$ cat config.mk
export PLATFORM = sky130hd
export DESIGN_NAME = pipc_ctrl
export DESIGN_NICKNAME = d
export VERILOG_FILES = /design/src/rtl/pipc_pkg.sv /design/src/rtl/pipc_ctrl.sv
export SDC_FILE = /design/constraint.sdc
export NUM_CORES = 1
export LEC_CHECK = 0
export BUFFER_PORTS_ARGS = -buffer_cell sky130_fd_sc_hd__buf_2
export CAP_MARGIN = 20
export CORE_MARGIN = 4
export CORE_UTILIZATION = 37
export CTS_BUF_LIST = sky130_fd_sc_hd__clkbuf_4 sky130_fd_sc_hd__clkbuf_8 sky130_fd_sc_hd__clkbuf_16
export CTS_CLUSTER_DIAMETER = 60
export DETAILED_ROUTE_END_ITERATION = 16
export MAX_ROUTING_LAYER = met4
export SYNTH_ARGS = -nofsm -noshare
export SYNTH_HDL_FRONTEND = slang
export SYNTH_SLANG_ARGS = --single-unit
$ cat constraint.sdc
create_clock -name clk_i -period 3.39 [get_ports clk_i]
set_input_delay 0.339 -clock clk_i [delete_from_list [all_inputs] [get_ports clk_i]]
set_output_delay 0.339 -clock clk_i [all_outputs]
set_load 0.005 [all_outputs]
$ cat src/rtl/pipc_pkg.sv
`timescale 1ns / 1ps
package pipc_pkg;

  localparam int unsigned MAX_VERTICES = 256;
  localparam int unsigned ADDR_W       = $clog2(MAX_VERTICES);
  localparam int unsigned CNT_W        = 9;
  localparam int unsigned COORD_W      = 31;
  localparam int unsigned DIFF_W       = COORD_W + 1;
  localparam int unsigned PROD_W       = 2 * DIFF_W;
  localparam int unsigned MIN_POLY     = 3;

  localparam logic FUNC_WRITE = 1'b0;
  localparam logic FUNC_QUERY = 1'b1;

  typedef struct packed {
    logic              mem_we;
    logic [ADDR_W-1:0] wr_addr;
    logic              pt_load;
    logic [ADDR_W-1:0] rd_o_addr;
    logic [ADDR_W-1:0] rd_a_addr;
  } cmd_t;

  typedef struct packed {
    logic cross_neg;
    logic cross_pos;
  } sts_t;

endpackage

$ cat src/rtl/pipc_ctrl.sv
`timescale 1ns / 1ps
module pipc_ctrl (
  input  logic                           clk_i,
  input  logic                           rst_ni,
  input  logic                           in_valid_i,
  input  logic                           in_func_i,
  input  logic [pipc_pkg::ADDR_W-1:0]    in_index_i,
  output logic                           in_ready_o,
  input  logic                           cfg_valid_i,
  input  logic [pipc_pkg::CNT_W-1:0]     cfg_data_i,
  input  logic                           out_ready_i,
  output logic                           out_valid_o,
  output logic                           out_res_o,
  output pipc_pkg::cmd_t                 cmd_o,
  input  pipc_pkg::sts_t                 sts_i
);
  import pipc_pkg::*;

  localparam logic [2:0] ST_IDLE = 3'd0;
  localparam logic [2:0] ST_RD   = 3'd1;
  localparam logic [2:0] ST_MUL  = 3'd2;
  localparam logic [2:0] ST_EVAL = 3'd3;
  localparam logic [2:0] ST_DONE = 3'd4;

  localparam logic [1:0] PH_WEDGE_LO = 2'd0;
  localparam logic [1:0] PH_WEDGE_HI = 2'd1;
  localparam logic [1:0] PH_SEARCH   = 2'd2;
  localparam logic [1:0] PH_EDGE     = 2'd3;

  logic [2:0]        state_q, state_d;
  logic [1:0]        phase_q, phase_d;
  logic [ADDR_W-1:0] lo_q, lo_d;
  logic [ADDR_W-1:0] hi_q, hi_d;
  logic              res_q, res_d;
  logic              out_valid_q, out_valid_d;
  logic              out_res_q, out_res_d;
  logic [CNT_W-1:0]  count_q;

  logic [CNT_W-1:0]  n_eff;
  logic [ADDR_W:0]   mid_sum;
  logic [ADDR_W-1:0] mid;
  logic [ADDR_W-1:0] nlo, nhi;
  logic              accept;

  assign n_eff   = (count_q > CNT_W'(MAX_VERTICES)) ? CNT_W'(MAX_VERTICES) : count_q;
  assign mid_sum = {1'b0, lo_q} + {1'b0, hi_q};
  assign mid     = mid_sum[ADDR_W:1];
  assign nlo     = sts_i.cross_neg ? lo_q : mid;
  assign nhi     = sts_i.cross_neg ? mid : hi_q;

  assign in_ready_o  = (state_q == ST_IDLE);
  assign accept      = in_valid_i && in_ready_o;
  assign out_valid_o = out_valid_q;
  assign out_res_o   = out_res_q;

  always_comb begin
    cmd_o.mem_we  = accept && (in_func_i == FUNC_WRITE);
    cmd_o.wr_addr = in_index_i;
    cmd_o.pt_load = accept && (in_func_i == FUNC_QUERY);
    unique case (phase_q)
      PH_WEDGE_LO: begin
        cmd_o.rd_o_addr = '0;
        cmd_o.rd_a_addr = ADDR_W'(1);
      end
      PH_WEDGE_HI: begin
        cmd_o.rd_o_addr = '0;
        cmd_o.rd_a_addr = hi_q;
      end
      PH_SEARCH: begin
        cmd_o.rd_o_addr = '0;
        cmd_o.rd_a_addr = mid;
      end
      default: begin
        cmd_o.rd_o_addr = lo_q;
        cmd_o.rd_a_addr = hi_q;
      end
    endcase
  end

  always_comb begin
    state_d     = state_q;
    phase_d     = phase_q;
    lo_d        = lo_q;
    hi_d        = hi_q;
    res_d       = res_q;
    out_valid_d = out_valid_q;
    out_res_d   = out_res_q;

    if (out_valid_q && out_ready_i) begin
      out_valid_d = 1'b0;
    end

    unique case (state_q)
      ST_IDLE: begin
        if (accept && (in_func_i == FUNC_QUERY)) begin
          phase_d = PH_WEDGE_LO;
          lo_d    = ADDR_W'(1);
          hi_d    = ADDR_W'(n_eff - CNT_W'(1));
          if (n_eff < CNT_W'(MIN_POLY)) begin
            res_d   = 1'b0;
            state_d = ST_DONE;
          end else begin
            state_d = ST_RD;
          end
        end
      end
      ST_RD: begin
        state_d = ST_MUL;
      end
      ST_MUL: begin
        state_d = ST_EVAL;
      end
      ST_EVAL: begin
        state_d = ST_RD;
        unique case (phase_q)
          PH_WEDGE_LO: begin
            if (sts_i.cross_neg) begin
              res_d   = 1'b0;
              state_d = ST_DONE;
            end else begin
              phase_d = PH_WEDGE_HI;
            end
          end
          PH_WEDGE_HI: begin
            if (sts_i.cross_pos) begin
              res_d   = 1'b0;
              state_d = ST_DONE;
            end else begin
              phase_d = ((hi_q - lo_q) > ADDR_W'(1)) ? PH_SEARCH : PH_EDGE;
            end
          end
          PH_SEARCH: begin
            lo_d    = nlo;
            hi_d    = nhi;
            phase_d = ((nhi - nlo) > ADDR_W'(1)) ? PH_SEARCH : PH_EDGE;
          end
          default: begin
            res_d   = !sts_i.cross_neg;
            state_d = ST_DONE;
          end
        endcase
      end
      ST_DONE: begin
        if (!out_valid_q || out_ready_i) begin
          out_valid_d = 1'b1;
          out_res_d   = res_q;
          state_d     = ST_IDLE;
        end
      end
      default: begin
        state_d = ST_IDLE;
      end
    endcase
  end

  always_ff @(posedge clk_i or negedge rst_ni) begin
    if (!rst_ni) begin
      state_q     <= ST_IDLE;
      phase_q     <= PH_WEDGE_LO;
      lo_q        <= '0;
      hi_q        <= '0;
      res_q       <= 1'b0;
      out_valid_q <= 1'b0;
      out_res_q   <= 1'b0;
      count_q     <= '0;
    end else begin
      state_q     <= state_d;
      phase_q     <= phase_d;
      lo_q        <= lo_d;
      hi_q        <= hi_d;
      res_q       <= res_d;
      out_valid_q <= out_valid_d;
      out_res_q   <= out_res_d;
      if (cfg_valid_i) begin
        count_q <= cfg_data_i;
      end
    end
  end

  a_search_span: assert property (@(posedge clk_i) disable iff (!rst_ni)
    (state_q == ST_RD && phase_q == PH_SEARCH) |-> (hi_q - lo_q) > ADDR_W'(1))
    else $error("search window collapsed");

  a_lo_below_hi: assert property (@(posedge clk_i) disable iff (!rst_ni)
    (state_q == ST_RD && (phase_q == PH_SEARCH || phase_q == PH_EDGE)) |-> lo_q < hi_q)
    else $error("search bounds crossed");

  a_edge_ends: assert property (@(posedge clk_i) disable iff (!rst_ni)
    (state_q == ST_EVAL && phase_q == PH_EDGE) |=> state_q == ST_DONE)
    else $error("edge test did not finish the query");

  a_small_poly: assert property (@(posedge clk_i) disable iff (!rst_ni)
    (accept && in_func_i == FUNC_QUERY && n_eff < CNT_W'(MIN_POLY))
      |=> (state_q == ST_DONE && !res_q))
    else $error("small polygon query not answered outside");

endmodule

==> metrics.cfg <==
[status]
status=complete, but fails checks
violations=negative setup slack

[critical_path]
endpoint_kind=flip-flop
required_ns=3.59
crit_fanout=3
arrival_ns=3.73
crit_path_start=hi_q[0]
r2r_start=hi_q[0]
worst_path_dominant_cell_family=compound AO/OA/AOI/OAI gates
cpPeakStageDelay_ns=0.43
slowest_stage=or4_4
path_class=reg2reg
path_buf_inv=0
start_kind=flip-flop
path_common_cell=o211ai_1
crit_chain=ha_2 -> fa_2 -> nor2b_1 -> o21a_1 -> o21ba_1 -> or4_4 -> o311ai_4 -> mux2i_1 -> ha_1 -> nand2_2 -> a2111oi_2 -> o211ai_1 -> a211oi_2 -> nand3_1 -> o211ai_1

[clock_network]
clkTransAtPathRegs_ns=0.07
clk_latency_ns=0.28
postCtsHoldBufs=0
numCtsBuffers=5
cts_tree=done
htreeDepth=2
cts_root_buf=clkbuf_8
cts_num_sinks=33
clk_path_buf_depth=2

[floorplanning]
row_count=33
die_x_um=100
dieArea_um2=10000
io_pins=54
design.core.area_um2=8220
start_util_pct=38.2
die_h_um=100

[placed_design]
place_congestion=0.942
post-dp-hpwl_mm=6.57
dp_slack_ns=-0.106
numPortBuffers=37
dp_cells=497

[synth]
syn-num-nets=416
ys_top_cells_by_area=dfrtp_1 (26%), ha_1 (11%), mux2_2 (3.9%), nor2_1 (3.2%), a21oi_1 (2.9%)
synth_top_flop_cell=dfrtp_1
syn_inst=361
synth-edff-count=0
synth_area_leader_cell=dfrtp_1
yosysUniqueCellTypes=71
synth_top_area_share_pct=26.3
synth-seq-cells=33
synth_seq_area_share_pct=26.3
synth_area_um2=3140
ys_async_sr_fraction_pct=100
synth_warnings=0
avgSynthCellArea_um2=8.70

[timing]
setup_viol=1
rsz0062_at_grt=true
max_slew_margin_pct=46.0
slew_viol_final=0
skew_ns=0.00235
setup_slack_ns=-0.140
setup_tns_ns=-0.140
max_freq_mhz=283
tightest_slew_ns=0.811
hold_viol_final=0
timing.final.crit_share_pct=104
min_period_ns=3.53

[job]
maxCapViolCount=0

[power]
max-vdd-ir-drop_mv=0.596
power_mw=3.97
power.density_nw_per_um2=1110
p_leak_nw=1.65

[global_routing]
grt_max_degree=34
grt_pass1_vias=2775
grt_pass1_wl_mm=13.9
grt_overflow=0
antenna_found_initial=0
grt_util_all_layers_pct=17.8

[detailed_routing]
antenna_left=0
firstDrtPassIters=5
via_per_inst=5.55
wl_mm=8.46
routed-via-count=2802
drc=0
wl_per_cell_um=16.8
drt_iter0_drc=154

[finish]
drive_gt1_share_pct=24.3
diodes=0
stdcell_count=505
fillers=820
layout.nets=455
area_growth_pct=14.0

[worst_hold_path]
hold_class=in2async

sequential cells by signal, indices dropped and copies added, names as in the netlist:
register	cells
res_q	1
out_valid_o	1
phase_q	2
count_q	9
state_q	3
lo_q	8
hi_q	8
out_res_o	1
synth_stat cells (4+ instances only):
cell      instances
mux2i_1           9
a221o_1           6
a21o_1            6
nand2b_1          8
nor2b_1           6
o22ai_1           7
clkbuf_1          6
a211oi_1          4
nand2_1          24
nand3_1           5
buf_2             6
a21oi_1          18
xnor2_1           7
dfrtp_1          33
nor2_1           27
mux2_2           11
inv_1            22
a22o_1            9
o21ai_0          18
o21ai_1           4
and2_1           10
ha_1             27
buf_4            10
nor3_1            9
worst reg2reg max path, delay by kind of cell, from the launching register on:
| family | cells | cell delay (ns) |
|---|---|---|
| compound gates | 7 | 1.28 |
| flops | 1 | 0.39 |
| fa+ha+maj | 3 | 0.89 |
| mux | 1 | 0.13 |
| simple gates | 4 | 0.75 |
what timing repair did:
item	in CTS	in global routing
setup buffers	0	1
setup endpoints to repair	1	1
resized for setup	1	1
pin swaps	0	2
worst paths after layout:
path                         endpoint  slack, ns  cells after the start
max                        phase_q[0]      -0.14                     15
min                        state_q[2]       0.15                      1
max reg2reg                phase_q[0]      -0.14                     15
min reg2reg                     res_q       0.50                      2
max in group asynchronous     hi_q[3]       2.73                      1
min in group clk_i         count_q[8]       0.26                      3
metrics by stage:
stage          hold WS (ns)  utilization (%)  instance area [µm²]
3_5_place_dp          0.472             42.3                 3470
3_3_place_gp          0.460             42.3                 3470
5_1_grt               0.210             43.6                 3580
2_1_floorplan        0.0434                -                 3170
4_1_cts               0.165             43.4                 3570
6_report              0.145             43.6                 3580
layer usage:
| metal | track usage, % | vias to the layer above | routed length, µm |
|---|---|---|---|
| met5 | - | - | 0 |
| met3 | 2.71 | 10 | 464 |
| met2 | 26.8 | 65 | 3850 |
| li1 | - | 1380 | - |
| met1 | 25.4 | 1347 | 4080 |
| met4 | 4.04 | 0 | 70 |
cell type report:
| cell class | count | area [µm²] | area share (%) |
|---|---|---|---|
| clock buffers | 7 | 90.1 | 2.52 |
| inverters | 26 | 97.6 | 2.73 |
| multi-input cells | 278 | 2110 | 58.9 |
| flip-flops and latches | 33 | 826 | 23.1 |
| well taps | 105 | 131 | 3.67 |
| repair buffers | 56 | 328 | 9.16 |
placed cells by master (no fill, tap or decap), types with 7 or more instances in the layout:
master | Yosys | layout
buf_2 | 6 | 37
dfrtp_1 | 33 | 33
nor2_1 | 27 | 27
ha_1 | 27 | 26
nand2_1 | 24 | 23
inv_1 | 22 | 22
buf_4 | 10 | 19
a21oi_1 | 18 | 18
o21ai_0 | 18 | 18
mux2_2 | 11 | 11
and2_1 | 10 | 10
nor3_1 | 9 | 9
a22o_1 | 9 | 9
mux2i_1 | 9 | 9
nand2b_1 | 8 | 8
xnor2_1 | 7 | 7
o22ai_1 | 7 | 7
logic make-up (layout without fill, tap and decap cells):
logic type	after synthesis	in the layout	share of synthesized area, %
buffers and inverters	50	89	7.65
AO/OA/AOI/OAI	107	107	24.6
flip-flops	33	33	26.3
adder cells (fa/ha/maj)	30	30	12.7
multiplexers	21	21	7.17
XOR/XNOR	10	10	2.79
AND/OR/NAND/NOR	110	110	18.8
where the power goes:
group	internal, mW	switching (mW)	total (mW)
clock	0.169	0.144	0.314
sequential	0.518	0.183	0.701
combinational	1.36	1.59	2.95
Note: power is estimated with default switching activity, not from simulation.
